**config.mk**
```make
export PLATFORM = sky130hd
export DESIGN_NAME = sdm_term_gen
export DESIGN_NICKNAME = d
export VERILOG_FILES = /design/src/design/sdm_pkg.sv /design/src/design/sdm_term_gen.sv
export SDC_FILE = /design/constraint.sdc
export NUM_CORES = 2
export LEC_CHECK = 0
export ABC_CLOCK_PERIOD_IN_PS = 23900
export BUFFER_PORTS_ARGS = -buffer_cell sky130_fd_sc_hd__buf_2
export CORE_AREA = 2 2 344 346
export DETAILED_ROUTE_END_ITERATION = 10
export DIE_AREA = 0 0 346 348
export PLACE_DENSITY = 0.79
export SETUP_SLACK_MARGIN = 0.5
export SLEW_MARGIN = 20
export SYNTH_ARGS = -nofsm -noshare
export SYNTH_HDL_FRONTEND = slang
export SYNTH_SLANG_ARGS = --single-unit
```
**constraint.sdc**
```tcl
create_clock -name clk -period 23.9 [get_ports clk]
set_input_delay 5.975 -clock clk [delete_from_list [all_inputs] [get_ports clk]]
set_output_delay 5.975 -clock clk [all_outputs]
set_load 0.01 [all_outputs]
```
**src/design/sdm_pkg.sv**
```systemverilog
// ----------------------------------------------------------------------------
// sdm_pkg
// Shared types, weights and channel tables of the surround downmix matrix.
// ----------------------------------------------------------------------------
package sdm_pkg;

  localparam int SAMPLE_WIDTH_DEF = 24;
  localparam int NUM_CH           = 12;
  localparam int NUM_LANES        = 2;
  localparam int NUM_TERMS        = 7;
  localparam int COEF_W           = 16;
  localparam int FRAC_BITS        = 15;
  localparam int OUT_CH_W         = 4;
  localparam int NUM_SIX          = 6;

  typedef logic [OUT_CH_W-1:0] out_ch_t;
  typedef logic [COEF_W-1:0]   coef_t;
  typedef logic [3:0]          ch_idx_t;

  localparam out_ch_t OUT_CH_RESET   = 4'd2;
  localparam out_ch_t CNT_SILENT     = 4'd0;
  localparam out_ch_t CNT_MONO       = 4'd1;
  localparam out_ch_t CNT_SIX        = 4'd6;
  localparam out_ch_t CNT_PASS_MIN   = 4'd12;
  localparam out_ch_t CNT_PASS_MAX   = 4'd15;

  // Q1.15 weights
  localparam coef_t CO_ONE  = 16'd32768;
  localparam coef_t CO_0707 = 16'd23167;
  localparam coef_t CO_HALF = 16'd16384;
  localparam coef_t CO_035  = 16'd11469;
  localparam coef_t CO_02   = 16'd6554;
  localparam coef_t CO_ZERO = 16'd0;

  typedef enum logic [2:0] {
    MODE_SILENT,
    MODE_MONO,
    MODE_STEREO,
    MODE_SIX,
    MODE_PASS
  } mode_t;

  typedef struct packed {
    logic  vld;
    mode_t mode;
  } ctl_t;

  // stereo fold-down: lane 0 left, lane 1 right
  localparam ch_idx_t STEREO_SRC [NUM_LANES][NUM_TERMS] = '{
    '{4'd0, 4'd2, 4'd3, 4'd4, 4'd6, 4'd8, 4'd10},
    '{4'd1, 4'd2, 4'd3, 4'd5, 4'd7, 4'd9, 4'd11}
  };
  localparam coef_t STEREO_COEF [NUM_TERMS] = '{
    CO_ONE, CO_0707, CO_02, CO_HALF, CO_HALF, CO_035, CO_035
  };

  // mono fold-down: C + 0.5L + 0.5R
  localparam ch_idx_t MONO_SRC [NUM_TERMS] = '{
    4'd2, 4'd0, 4'd1, 4'd0, 4'd0, 4'd0, 4'd0
  };
  localparam coef_t MONO_COEF [NUM_TERMS] = '{
    CO_ONE, CO_HALF, CO_HALF, CO_ZERO, CO_ZERO, CO_ZERO, CO_ZERO
  };

  function automatic mode_t decode_mode(input out_ch_t cnt);
    mode_t m;
    unique case (cnt) inside
      CNT_SILENT:                   m = MODE_SILENT;
      CNT_MONO:                     m = MODE_MONO;
      CNT_SIX:                      m = MODE_SIX;
      [CNT_PASS_MIN:CNT_PASS_MAX]:  m = MODE_PASS;
      default:                      m = MODE_STEREO;
    endcase
    return m;
  endfunction

endpackage

```
**src/design/sdm_term_gen.sv**
```systemverilog
// ----------------------------------------------------------------------------
// sdm_term_gen
// Weighted product stage: seven constant-weight products per mix lane.
// ----------------------------------------------------------------------------
module sdm_term_gen #(
  parameter int SAMPLE_WIDTH = sdm_pkg::SAMPLE_WIDTH_DEF
) (
  input  logic                                                clk,
  input  logic                                                rst_n,
  input  sdm_pkg::ctl_t                                       ctl_in,
  input  logic [sdm_pkg::NUM_CH-1:0][SAMPLE_WIDTH-1:0]        smp_in,
  output sdm_pkg::ctl_t                                       ctl_out,
  output logic [sdm_pkg::NUM_LANES-1:0][sdm_pkg::NUM_TERMS-1:0]
               [SAMPLE_WIDTH+sdm_pkg::COEF_W:0]               term_out
);
  import sdm_pkg::*;

  localparam int PW = SAMPLE_WIDTH + COEF_W + 1;

  ctl_t                                       ctl_r;
  logic [NUM_LANES-1:0][NUM_TERMS-1:0][PW-1:0] term_r;
  logic [NUM_LANES-1:0][NUM_TERMS-1:0][PW-1:0] term_nxt;

  always_comb begin
    ch_idx_t           src;
    coef_t             coef;
    logic signed [PW-1:0] a;
    logic signed [PW-1:0] b;
    for (int l = 0; l < NUM_LANES; l++) begin
      for (int k = 0; k < NUM_TERMS; k++) begin
        if (ctl_in.mode == MODE_MONO) begin
          src  = MONO_SRC[k];
          coef = MONO_COEF[k];
        end else begin
          src  = STEREO_SRC[l][k];
          coef = STEREO_COEF[k];
        end
        a = {{(PW-COEF_W){1'b0}}, coef};
        b = {{(PW-SAMPLE_WIDTH){smp_in[src][SAMPLE_WIDTH-1]}}, smp_in[src]};
        term_nxt[l][k] = a * b;
      end
    end
  end

  always_ff @(posedge clk) begin
    if (!rst_n) begin
      ctl_r <= '0;
    end else begin
      ctl_r <= ctl_in;
    end
  end

  always_ff @(posedge clk) begin
    term_r <= term_nxt;
  end

  assign ctl_out  = ctl_r;
  assign term_out = term_r;

endmodule

```
==> impl_metrics.tcl <==
set metrics [dict create \
    hold_path_end "term_out[180]$_DFF_P_" \
    area_delta_synth_final_pct 11.1 \
    arrival_ns 13.71 \
    cp_slowest_cell "inv_1" \
    worst_slew_pin_slew_ns 0.761 \
    crit_fanout 62 \
    yosysSeqAreaShare 0.139 \
    clkTransAtPathRegs_ns 0.06 \
    port_buffers 783 \
    netlist_area_mm2 0.0553 \
    routed_wl_um 152000 \
    fmax_mhz 76.0 \
    maxCapViolCount 0 \
    syn_area_per_cell_um2 9.64 \
    final-max-slew-violation-count 0 \
    end_kind "flop" \
    final_cell_mix "1509 x inv_1, 964 x ha_1, 875 x fa_1, 783 x buf_2, 383 x dfxtp_1" \
    gp_congestion 0.999 \
    layout_min_cycle_time_ns 13.16 \
    grt.overflow.total 0 \
    finalHoldViolCount 0 \
    grt_max_degree 73 \
    mostFrequentLayoutCell "inv_1" \
    num_rows 126 \
    status "complete, but fails checks" \
    cts_root_buf "clkbuf_16" \
    hold_depth 2 \
    die_h_um 348 \
    viasPerCell 5.06 \
    dieWidth_um 346 \
    setup_violations 0 \
    yosys_warnings 0 \
    crit_type "in2reg" \
    coreArea_mm2 0.117 \
    timing.slew.headroom 0.491 \
    timing.final.crit_share 0.551 \
    clock-sinks 383 \
    antenna_found_initial 20 \
    cts_tree "yes" \
    hold_start "smp_in[146]" \
    firstDrtPassIters 5 \
    grt_pass1_wl_um 235000 \
    start_kind "input pin" \
    drc_errors 0 \
    ant_nets 1 \
    pin_count 872 \
    clockBufferDepth 3 \
    cts_setup_buffers 0 \
    grt_pass1_vias 42400 \
    drt_iter0_markers 2336 \
    cts_buffers 48 \
    drt-wirelength-per-cell_um 19.1 \
    htreeDepth 2 \
    setup_tns_ns 0 \
    ys_types 81 \
    synthArstFlopShare 0 \
    nNetsFinal 8501 \
    crit_required_ns 24.45 \
    drive_gt1_frac 0.143 \
    initial_core_util 0.473 \
    via_count 40300 \
    min_path_type "in2reg" \
    slowest_delay_ns 0.74 \
    groute.usage.overall 0.253 \
    violations "antenna rules" \
    die_area_mm2 0.120 \
    synthFlopType "dfxtp_1" \
    postCtsResizedCells 0 \
    dp_hpwl_um 134000 \
    syn_inst 5735 \
    synth_edf_count 0 \
    rsz0062_at_grt "no" \
    cts_hold_buffers 0 \
    synth_seq_cells 383 \
]
## stage by stage
step           area, um^2  utilization  instances  hold slack [ns]  setup WS, ns
6_report            61400        0.525       7959             5.52         10.74
5_1_grt             61400        0.525       7949             5.50         10.31
4_1_cts             61400        0.525       7943             5.48         10.82
3_5_place_dp        59700        0.510       7854             6.18         10.18
3_3_place_gp        59700        0.510       7854             6.17         10.24
2_1_floorplan       55600            -       5822             6.08         11.36
## sequential cells by signal, indices dropped and copies added, names as in the netlist
| signal | cells |
|---|---|
| term_out | 379 |
| ctl_out | 4 |
## layer usage
metal	part of all wire	track usage	up-vias
li1	-	-	18700
met1	0.41	0.321	19900
met2	0.48	0.425	1356
met3	0.070	0.0466	275
met4	0.043	0.106	10
met5	0.00044	0	-
## worst max path at each step
stage,startpoint,end,slack (ns),cells past startpoint
after floorplan,ctl_in[2],term_out[529]$_DFF_P_,11.36,26
after global placement,ctl_in[2],term_out[567]$_DFF_P_,10.24,26
after detailed placement,ctl_in[2],term_out[241]$_DFF_P_,10.18,25
after CTS,ctl_in[2],term_out[241]$_DFF_P_,10.82,25
after global routing,ctl_in[2],term_out[241]$_DFF_P_,10.31,25
final,ctl_in[2],term_out[241]$_DFF_P_,10.74,25
## worst max-delay path: cells and delay by family
kind                       cells  cell delay, ns
buffers and inverters          8            2.07
adders and majority gates      7            3.13
and+or+nand+nor                4            1.18
xor gates and xnor gates       1            0.16
AOI/OAI and AO/OA              5            1.06
## kinds of logic after synthesis
family | count (synthesis) | synth area share
compound gates | 620 | 0.0742
xor+xnor | 234 | 0.0371
fa+ha+maj | 1839 | 0.535
buf+inv | 1803 | 0.136
flops | 383 | 0.139
mux | 3 | 0.000566
other cells | 1 | 0.0000678
simple gates | 852 | 0.0787
## Yosys cell counts, types with 18 or more instances
master / number / area share
inv_1: 1509 / 0.10
ha_1: 964 / 0.22
fa_1: 875 / 0.32
dfxtp_1: 383 / 0.14
nand2_1: 261 / 0.018
and2_1: 247 / 0.028
buf_4: 195 / 0.026
a21oi_1: 181 / 0.016
xnor2_1: 147 / 0.023
a21o_1: 137 / 0.019
nor2_1: 110 / 0.0075
o21ai_0: 104 / 0.0094
clkbuf_1: 94 / 0.0064
xor2_1: 87 / 0.014
and3_1: 65 / 0.0074
nand3_1: 44 / 0.0040
nor3_1: 27 / 0.0024
o21bai_1: 23 / 0.0031
nand4_1: 21 / 0.0024
nand2b_1: 20 / 0.0023
o21a_1: 20 / 0.0027
nor2b_1: 19 / 0.0021
a211oi_1: 18 / 0.0024
a31oi_1: 18 / 0.0020
## layout make-up
cell class                 instances  area, um^2
antenna                           16        40.0
tap                             1536        1920
multi-input combinational       3636       40500
inverter                        1509        5660
clock buffer                      60        1330
fill                           10400       55600
clock inverter                    29         370
timing repair buffer             790        3970
sequential                       383        7670
Power is left out: the tool's default activity adds up to more than one toggle a clock period on the data nets, which glitch-free logic cannot reach.
