===== src/design/sdm_pkg.sv =====
// ----------------------------------------------------------------------------
// sdm_pkg
// Shared types, weights and channel tables of the surround downmix matrix.
// ----------------------------------------------------------------------------
package sdm_pkg;

  localparam int SAMPLE_WIDTH_DEF = 24;
  localparam int NUM_CH           = 12;
  localparam int NUM_LANES        = 2;
  localparam int NUM_TERMS        = 7;
  localparam int COEF_W           = 16;
  localparam int FRAC_BITS        = 15;
  localparam int OUT_CH_W         = 4;
  localparam int NUM_SIX          = 6;

  typedef logic [OUT_CH_W-1:0] out_ch_t;
  typedef logic [COEF_W-1:0]   coef_t;
  typedef logic [3:0]          ch_idx_t;

  localparam out_ch_t OUT_CH_RESET   = 4'd2;
  localparam out_ch_t CNT_SILENT     = 4'd0;
  localparam out_ch_t CNT_MONO       = 4'd1;
  localparam out_ch_t CNT_SIX        = 4'd6;
  localparam out_ch_t CNT_PASS_MIN   = 4'd12;
  localparam out_ch_t CNT_PASS_MAX   = 4'd15;

  // Q1.15 weights
  localparam coef_t CO_ONE  = 16'd32768;
  localparam coef_t CO_0707 = 16'd23167;
  localparam coef_t CO_HALF = 16'd16384;
  localparam coef_t CO_035  = 16'd11469;
  localparam coef_t CO_02   = 16'd6554;
  localparam coef_t CO_ZERO = 16'd0;

  typedef enum logic [2:0] {
    MODE_SILENT,
    MODE_MONO,
    MODE_STEREO,
    MODE_SIX,
    MODE_PASS
  } mode_t;

  typedef struct packed {
    logic  vld;
    mode_t mode;
  } ctl_t;

  // stereo fold-down: lane 0 left, lane 1 right
  localparam ch_idx_t STEREO_SRC [NUM_LANES][NUM_TERMS] = '{
    '{4'd0, 4'd2, 4'd3, 4'd4, 4'd6, 4'd8, 4'd10},
    '{4'd1, 4'd2, 4'd3, 4'd5, 4'd7, 4'd9, 4'd11}
  };
  localparam coef_t STEREO_COEF [NUM_TERMS] = '{
    CO_ONE, CO_0707, CO_02, CO_HALF, CO_HALF, CO_035, CO_035
  };

  // mono fold-down: C + 0.5L + 0.5R
  localparam ch_idx_t MONO_SRC [NUM_TERMS] = '{
    4'd2, 4'd0, 4'd1, 4'd0, 4'd0, 4'd0, 4'd0
  };
  localparam coef_t MONO_COEF [NUM_TERMS] = '{
    CO_ONE, CO_HALF, CO_HALF, CO_ZERO, CO_ZERO, CO_ZERO, CO_ZERO
  };

  function automatic mode_t decode_mode(input out_ch_t cnt);
    mode_t m;
    unique case (cnt) inside
      CNT_SILENT:                   m = MODE_SILENT;
      CNT_MONO:                     m = MODE_MONO;
      CNT_SIX:                      m = MODE_SIX;
      [CNT_PASS_MIN:CNT_PASS_MAX]:  m = MODE_PASS;
      default:                      m = MODE_STEREO;
    endcase
    return m;
  endfunction

endpackage


===== src/design/sdm_mix_sum.sv =====
// ----------------------------------------------------------------------------
// sdm_mix_sum
// Two-stage adder tree per lane, then round to nearest and saturate.
// ----------------------------------------------------------------------------
module sdm_mix_sum #(
  parameter int SAMPLE_WIDTH = sdm_pkg::SAMPLE_WIDTH_DEF
) (
  input  logic                                                clk,
  input  logic                                                rst_n,
  input  sdm_pkg::ctl_t                                       ctl_in,
  input  logic [sdm_pkg::NUM_LANES-1:0][sdm_pkg::NUM_TERMS-1:0]
               [SAMPLE_WIDTH+sdm_pkg::COEF_W:0]               term_in,
  output sdm_pkg::ctl_t                                       ctl_out,
  output logic [sdm_pkg::NUM_LANES-1:0][SAMPLE_WIDTH-1:0]     mix_out
);
  import sdm_pkg::*;

  localparam int PW    = SAMPLE_WIDTH + COEF_W + 1;
  localparam int AW    = PW + 1;
  localparam int QW    = AW - FRAC_BITS;
  localparam int SPLIT = 4;

  localparam logic signed [AW-1:0] ROUND_HALF = AW'(1) << (FRAC_BITS - 1);
  localparam logic signed [QW-1:0] Q_MAX =
    {{(QW-SAMPLE_WIDTH+1){1'b0}}, {(SAMPLE_WIDTH-1){1'b1}}};
  localparam logic signed [QW-1:0] Q_MIN =
    {{(QW-SAMPLE_WIDTH+1){1'b1}}, {(SAMPLE_WIDTH-1){1'b0}}};

  ctl_t                                  ctl3_r;
  ctl_t                                  ctl4_r;
  logic [NUM_LANES-1:0][AW-1:0]          part_a_r;
  logic [NUM_LANES-1:0][AW-1:0]          part_b_r;
  logic [NUM_LANES-1:0][AW-1:0]          part_a_nxt;
  logic [NUM_LANES-1:0][AW-1:0]          part_b_nxt;
  logic [NUM_LANES-1:0][SAMPLE_WIDTH-1:0] mix_r;
  logic [NUM_LANES-1:0][SAMPLE_WIDTH-1:0] mix_nxt;

  always_comb begin
    logic signed [AW-1:0] ext;
    for (int l = 0; l < NUM_LANES; l++) begin
      part_a_nxt[l] = '0;
      part_b_nxt[l] = '0;
      for (int k = 0; k < NUM_TERMS; k++) begin
        ext = {term_in[l][k][PW-1], term_in[l][k]};
        if (k < SPLIT) begin
          part_a_nxt[l] = part_a_nxt[l] + ext;
        end else begin
          part_b_nxt[l] = part_b_nxt[l] + ext;
        end
      end
    end
  end

  always_comb begin
    logic signed [AW-1:0] acc;
    logic signed [QW-1:0] q;
    for (int l = 0; l < NUM_LANES; l++) begin
      acc = $signed(part_a_r[l]) + $signed(part_b_r[l]) + ROUND_HALF;
      q   = acc[AW-1:FRAC_BITS];
      if (q > Q_MAX) begin
        mix_nxt[l] = {1'b0, {(SAMPLE_WIDTH-1){1'b1}}};
      end else if (q < Q_MIN) begin
        mix_nxt[l] = {1'b1, {(SAMPLE_WIDTH-1){1'b0}}};
      end else begin
        mix_nxt[l] = q[SAMPLE_WIDTH-1:0];
      end
    end
  end

  always_ff @(posedge clk) begin
    if (!rst_n) begin
      ctl3_r <= '0;
      ctl4_r <= '0;
    end else begin
      ctl3_r <= ctl_in;
      ctl4_r <= ctl3_r;
    end
  end

  always_ff @(posedge clk) begin
    part_a_r <= part_a_nxt;
    part_b_r <= part_b_nxt;
    mix_r    <= mix_nxt;
  end

  assign ctl_out = ctl4_r;
  assign mix_out = mix_r;

endmodule


===== config.mk =====
export PLATFORM = sky130hd
export DESIGN_NAME = sdm_mix_sum
export DESIGN_NICKNAME = d
export VERILOG_FILES = /design/src/design/sdm_pkg.sv /design/src/design/sdm_mix_sum.sv
export SDC_FILE = /design/constraint.sdc
export NUM_CORES = 1
export LEC_CHECK = 0
export ABC_AREA = 1
export BUFFER_PORTS_ARGS = -buffer_cell sky130_fd_sc_hd__buf_2
export CAP_MARGIN = 20
export CORE_MARGIN = 2
export CORE_UTILIZATION = 36
export DETAILED_ROUTE_END_ITERATION = 10
export GPL_TIMING_DRIVEN = 1
export HOLD_SLACK_MARGIN = 0.08
export PLACE_DENSITY = 0.65
export SLEW_MARGIN = 10
export SYNTH_ARGS = -nofsm -noshare
export SYNTH_HDL_FRONTEND = slang
export SYNTH_SLANG_ARGS = --single-unit

===== constraint.sdc =====
create_clock -name clk -period 7.4 [get_ports clk]
set_input_delay 1.11 -clock clk [delete_from_list [all_inputs] [get_ports clk]]
set_output_delay 1.11 -clock clk [all_outputs]
set_load 0.005 [all_outputs]

==> impl_results.md, run 1 <==
- Ports: 632
- Switching part of the total: 56.9%
- Seq/Total Area, Yosys: 16.5%
- Vias: 26700
- VDD IR-drop max: 0.405 mV
- Largest fanout on the critical path: 5
- GR Overflow Total: 0
- Pwr/cell area: 508 nW/um^2
- Reg2reg end: mix_out[4]
- Leading cell type in the layout, fill and taps excluded: nand2_1
- First-pass GRT wire length: 146000 um
- Mapped Area: 27200 um^2
- Number of buffers created by CTS: 28
- Reg2reg path depth: 18
- Syn-to-layout area delta: 19.5%
- Min-Delay Startpoint: ctl3_r[1]
- Min cycle time layout: 4.39 ns
- Slew headroom: 36.8%
- Clk Latency, worst-skew pair: 0.57 ns
- Clock buffer depth: 3
- Largest net degree at the start of global routing: 24
- Yosys cell types: 44
- Fraction of synthesized area in multiplexers: 0%
- Clock root buffer: clkbuf_16
- Drt wl/cell: 17.6 um
- Synth area leader: fa_1
- NumNets Final: 5614
- Critical Path AT: 4.88 ns
- Syn Nets: 4962
- Post-synthesis xor/xnor area fraction: 5.43%
- Ys Warns: 0
- PostCTS Resize Cnt: 0
- Overall power: 16.6 mW
- Clk sink count: 224
- Die ar.: 77900 um^2
- Worst-path clk slew: 0.06 ns
- Post-synthesis simple-gate area fraction: 23.9%
- Final Wtd Congestion: 0.953
- CTS tree: done
- Flops & latches, synth: 224
- Syn Inst Count: 3814
- Critical path type: in -> reg
- Share of the synthesized area in the top cell type: 18.2%
- Post-synthesis compound-gate area fraction: 11.5%
- Top FF cell, synth: dfxtp_1
- 1st-pass router iterations: 6
- Adder-Cell Fraction of Synth Area: 32.9%
- Final Max Slew Viols: 0
- Leakage power: 17.4 nW
- R2r setup slk: 3.80 ns
- H-tree Lvls: 1
- Die width: 279 um
- Dominant cells by area after synthesis: fa_1, dfxtp_1, ha_1
- Crit path to: part_a_r[69]
- Antenna viol nets, final: 0
- # rows: 100
- Max cap viols: 0
- Switching pwr: 9.41 mW
- 1st-iter DRT viols: 1562
- Slew @ Worst Pin: 0.938 ns
- Critical R2R Launch: part_a_r[19]
- Peak Freq: 228 MHz
- Die H: 279 um
- CP Launch Type: primary input
- IO Port Bufs: 631
- Setup bufs post-CTS: 0
- Initial antenna violation count: 5
- Placeable Area: 74700 um^2
- Worst Setup End Kind: register
- Commonest cells after routing, fill and taps aside: nand2_1, inv_1, buf_2
- Initial Util: 36.5%
- Share of cells above drive strength 1: 16.4%
- Status: finished clean
- HPWL Detailed: 87100 um
- RSZ-0062 raised after global routing: false
- HP Class: reg -> reg
- Largest family of logic cells by synthesized area: adder cells
- Final hold violation count: 0
- Drt via density: 4.89
- Int Pwr: 7.14 mW
- Gr usage total: 24.1%
- Async SR Flop Fraction: 0%
- Hold Buf Count CTS: 0
- Post-synth EDFFs: 0
- Part of the power in the clock network: 9.0%
- Vias in the first global route: 26900
- Crit path from: term_in[288]
- # fillers: 7802
- Avg Inst Size Synth: 7.14 um^2
- Comb pwr share: 77.4%
- CP required: 7.89 ns
- Final setup vio count: 0
- DRC viols: 0
- Worst Skew: 0.0158 ns
- Total wire length: 96000 um
- Final worst-path cycle share: 59.3%
- Sequential Power Share: 13.6%
- Fin Setup TNS: 0 ns
==> layer usage <==
layer	up-vias	GRT usage, %	routed length, um
li1	13400	-	-
met4	4	5.03	2000
met3	105	2.33	5440
met2	788	42.6	45700
met1	12400	31.8	42900
met5	-	0	18
==> state kept, by name (all words and copies together) (netlist names) <==
| register | flops |
|---|---|
| mix_out | 48 |
| ctl3_r | 4 |
| part_b_r | 84 |
| part_a_r | 84 |
| ctl_out | 4 |
==> through the flow <==
step | hold slack (ns) | area, um^2 | std cells | setup slack (ns) | util [%]
6_report | 0.409 | 32600 | 5458 | 3.01 | 43.6
5_1_grt | 0.439 | 32600 | 5457 | 2.75 | 43.6
3_5_place_dp | 0.397 | 31500 | 5405 | 2.42 | 42.2
3_3_place_gp | 0.390 | 31500 | 5405 | 2.54 | 42.2
2_1_floorplan | 0.386 | 27200 | 3814 | 3.16 | -
4_1_cts | 0.411 | 32600 | 5456 | 3.04 | 43.6
==> cell usage after synthesis (5+ instances only) <==
master,number
o21a_1,20
o31a_1,5
a21boi_0,11
ha_1,320
o221ai_1,14
nand3_2,5
nor4_1,7
o21ai_0,110
o211ai_1,11
nand3b_1,6
nand2_1,987
nor3_1,39
xor2_1,102
nand4_1,29
inv_1,677
nand3_1,162
dfxtp_1,224
o21bai_1,16
a21o_1,5
xnor2_1,62
nor2_1,321
o21ai_1,16
a31oi_1,47
a21oi_1,292
nand2_2,26
inv_2,9
fa_1,248
==> how the worst min path moves through the flow <==
stage / slack (ns) / end / cells past startpoint
2_1_floorplan: 0.39 / ctl_out[1] / 2
3_3_place_gp: 0.39 / ctl_out[1] / 2
3_5_place_dp: 0.40 / ctl_out[1] / 2
4_1_cts: 0.41 / ctl_out[1] / 2
5_1_grt: 0.44 / ctl_out[1] / 2
6_report: 0.41 / ctl_out[1] / 2
==> layout make-up <==
type	instances	area (um^2)	area share (%)
multi-input cells	2892	20100	61.8
flip-flops and latches	224	4480	13.8
repair buffers	631	3160	9.70
inverters	689	2590	7.94
well taps	969	1210	3.72
clock buffers	31	743	2.28
clock inverters	20	260	0.799
diodes	2	5.00	0.0154
==> critical path, stage by stage <==
cell and delay, ns:
buf_2 0.08, inv_1 0.06, fa_1 0.55, fa_1 0.41, inv_1 0.07, ha_1 0.18, inv_1 0.08, fa_1 0.47
o21ai_1 0.45, nand2_1 0.09, nand2_1 0.11, nand2_1 0.05, nand2_1 0.16, a21oi_1 0.15, o21ai_2 0.21, a21boi_0 0.20
o21ai_0 0.25, xor2_1 0.18
==> cells by family after synthesis <==
| group | after synthesis |
|---|---|
| XOR/XNOR | 166 |
| AND/OR/NAND/NOR | 1598 |
| AO/OA/AOI/OAI | 560 |
| flip-flops | 224 |
| buffers and inverters | 698 |
| adder cells (fa/ha/maj) | 568 |
==> power by group through the flow <==
stage	Combinational, mW	Clock [mW]	Sequential, mW
3_3_place_gp	12.6	0	2.27
3_5_place_dp	12.7	0	2.27
4_1_cts	12.8	1.53	2.25
2_1_floorplan	9.20	0	2.12
6_report	12.8	1.49	2.25
5_1_grt	14.5	1.57	2.30
No activity file was read; power rests on OpenSTA's default activity.
==> run 2, diff against run 1 <==
==> constraint.sdc (replaced) <==
create_clock -name clk -period 4.6 [get_ports clk]
set_input_delay 0.69 -clock clk [delete_from_list [all_inputs] [get_ports clk]]
set_output_delay 0.69 -clock clk [all_outputs]
set_load 0.005 [all_outputs]
==> run 2 against run 1 <==
Against the previous run: via count rose by 0.75%; sequential power is 61% higher; count of clock-buffer cells in the layout rose by 1; die area did not move; power up 58%; first-iteration DRC count fell by 1.2%; sequential share of layout area about the same; register-to-register slack worse by 2.7 ns.
==> impl_results.md, run 2 (synthesis results as in run 1) <==
- Setup bufs post-CTS: 0 (unchanged)
- CP required: 5.09 ns (was 7.89 ns)
- Clock root buffer: clkbuf_16 (unchanged)
- Post-route insts no fill: 5463 (was 5458)
- Largest fanout on the critical path: 4 (was 5)
- GR Overflow Total: 0 (unchanged)
- Antenna viol nets, final: 0 (unchanged)
- Final Max Slew Viols: 0 (unchanged)
- Switching part of the total: 57.1% (was 56.9%)
- FF/Latch Area: 4480 um^2 (unchanged)
- Worst-path clk slew: 0.06 ns (about the same)
- Clk Latency, worst-skew pair: 0.57 ns (about the same)
- Vias: 26900 (was 26700)
- Clock buffer depth: 3 (unchanged)
- Worst Skew: 0.0159 ns (was 0.0158 ns)
- Reg2reg end: mix_out[2] (was mix_out[4])
- GRT busiest layer: met2 (unchanged)
- Drt via density: 4.92 (was 4.89)
- Crit path from: term_in[1] (was term_in[288])
- Reg2reg path depth: 16 (was 18)
- Worst Setup End Kind: register (unchanged)
- WHS: 0.318 ns (was 0.409 ns)
- Final Wtd Congestion: 0.965 (was 0.953)
- HP Class: in -> reg (was reg -> reg)
- DRC viols: 0 (unchanged)
- Status: finished clean (unchanged)
- Peak Freq: 257 MHz
- Final worst-path cycle share: 84.6%
- Int Pwr: 11.2 mW (was 7.14 mW)
- # fillers: 7743 (was 7802)
- CP bufs+invs: 4 (unchanged)
- Slew headroom: 44.7% (was 36.8%)
- Hold Buf Count CTS: 0 (unchanged)
- Dpl cell area: 31600 um^2 (was 31500 um^2)
- Critical path type: in -> reg (unchanged)
- Gr usage total: 24.2% (was 24.1%)
- R2r setup slk: 1.08 ns (was 3.80 ns)
- Leading cell type in the layout, fill and taps excluded: nand2_1 (unchanged)
- Placeable Area: 74700 um^2 (unchanged)
- Hold depth: 3 (was 2)
- Critical path depth: 18 (unchanged)
- Crit path to: part_a_r[29] (was part_a_r[69])
- Initial antenna violation count: 7 (was 5)
- Critical-path top delay cell: fa_1 (unchanged)
- VDD IR-drop max: 0.477 mV (was 0.405 mV)
- Pwr/cell area: 806 nW/um^2 (was 508 nW/um^2)
- Syn-to-layout area delta: 19.2% (was 19.5%)
- 1st-iter DRT viols: 1544 (was 1562)
- Switching pwr: 15.0 mW (was 9.41 mW)
- Comb pwr share: 78.2% (was 77.4%)
- HPWL Detailed: 86600 um (was 87100 um)
- Met1 Usage GRT: 32.0% (was 31.8%)
- Met3 Resource Use GR: 2.49% (was 2.33%)
- Largest net degree at the start of global routing: 24 (unchanged)
- Min cycle time layout: 3.89 ns
- IO Port Bufs: 631 (unchanged)
- RSZ-0062 raised after global routing: false (unchanged)
- CP Launch Type: primary input (unchanged)
- Part of the power in the clock network: 8.0% (was 9.0%)
- Critical Path AT: 4.39 ns (was 4.88 ns)
- Cell family with most CP delay: adder cells (unchanged)
- CTS tree: done (unchanged)
- Share of cells above drive strength 1: 16.4% (about the same)
- Die H: 279 um (unchanged)
- Sequential Power Share: 13.8% (was 13.6%)
- First-pass GRT wire length: 147000 um (was 146000 um)
- Final hold violation count: 0 (unchanged)
- # rows: 100 (unchanged)
- Number of instances in the placed design: 5408 (was 5405)
- 1st-pass router iterations: 8 (was 6)
- Drt wl/cell: 17.5 um (was 17.6 um)
- Ports: 632 (unchanged)
- Multi-input logic area: 20100 um^2 (unchanged)
- Total wire length: 95800 um (was 96000 um)
- Max cap viols: 0 (unchanged)
- PostCTS Resize Cnt: 0 (unchanged)
- Die ar.: 77900 um^2 (unchanged)
- Initial Util: 36.5% (unchanged)
- Worst path cell trace: buf_2 > inv_1 > fa_1 > fa_1 > inv_1 > ha_1 > inv_1 > fa_1 > o21ai_1 > nand2_1 > nand3_1 > nand2_1 > nand2_1 > a21boi_0 > o21ai_1 > a21boi_0 > o21ai_1 > xor2_1 (was buf_2 > inv_1 > fa_1 > fa_1 > inv_1 > ha_1 > inv_1 > fa_1 > o21ai_1 > nand2_1 > nand2_1 > nand2_1 > nand2_1 > a21oi_1 > o21ai_2 > a21boi_0 > o21ai_0 > xor2_1)
- Commonest cells after routing, fill and taps aside: nand2_1, inv_1, buf_2 (unchanged)
- Fin Setup TNS: 0 ns (unchanged)
- Global routing usage on met2: 42.0% (was 42.6%)
- Clk sink count: 224 (unchanged)
- Slew @ Worst Pin: 0.830 ns (was 0.938 ns)
- Leakage power: 17.3 nW (was 17.4 nW)
- Vias in the first global route: 27200 (was 26900)
- NumNets Final: 5616 (was 5614)
- Critical R2R Launch: part_a_r[33] (was part_a_r[19])
- Number of buffers created by CTS: 27 (was 28)
- Post-route cell area: 32500 um^2 (was 32600 um^2)
- Final core utilization: 43.4% (was 43.6%)
- Die width: 279 um (unchanged)
- Final setup vio count: 0 (unchanged)
- Slowest stage delay, CP: 0.56 ns (was 0.55 ns)
- H-tree Lvls: 1 (unchanged)
[run 2: area by class of cell]
| cell class | instances | area share (%) |
|---|---|---|
| flip-flops and latches | 224 | 13.8 |
| repair buffers | 634 | 9.80 |
| multi-input cells | 2892 | 62.0 |
| clock inverters | 16 | 0.374 |
| inverters | 689 | 7.97 |
| well taps | 969 | 3.74 |
| clock buffers | 32 | 2.29 |
| diodes | 7 | 0.0540 |
[run 2: layer usage]
| layer | vias to the layer above | part of all wire, % |
|---|---|---|
| met5 | - | 0.036 |
| met4 | 6 | 2.7 |
| met3 | 143 | 5.4 |
| met2 | 853 | 47 |
| met1 | 12400 | 45 |
| li1 | 13500 | - |
[run 2: worst reg2reg max path, stage by stage, from the launching register on]
cell and delay [ns]:
dfxtp_1 0.41, ha_1 0.28, ha_1 0.43, nand2_1 0.13, nor2_1 0.23, nand2_1 0.13
nor2_1 0.22, nand3_1 0.18, nand3_1 0.13, nand2_1 0.06, nand2_1 0.10, nand3_1 0.08
nor2_1 0.15, nand3_1 0.11, nand2_1 0.08, nand3_2 0.48, nand2_1 0.24
[run 2: how the worst min path moves through the flow]
stage	startpoint	to	slack, ns
2_1_floorplan	ctl3_r[1]	ctl_out[1]	0.39
3_3_place_gp	ctl3_r[1]	ctl_out[1]	0.39
3_5_place_dp	ctl3_r[2]	ctl_out[2]	0.40
4_1_cts	ctl_in[1]	ctl3_r[1]	0.28
5_1_grt	ctl_in[1]	ctl3_r[1]	0.31
6_report	ctl_in[1]	ctl3_r[1]	0.32
[run 2: power by group through the flow]
stage / Clock, mW / Combinational, mW / Sequential, mW
after floorplan: 0 / 14.8 / 3.41
after global placement: 0 / 20.1 / 3.65
after detailed placement: 0 / 20.2 / 3.65
after CTS: 2.15 / 20.3 / 3.61
after global routing: 2.22 / 23.3 / 3.69
final: 2.09 / 20.5 / 3.62
[run 2: through the flow]
step	setup slack (ns)	total power, mW
floorplan	0.785	18.2
global placement	0.313	23.8
detailed placement	0.170	23.9
CTS	0.761	26.1
global route	0.397	29.2
finish	0.708	26.2
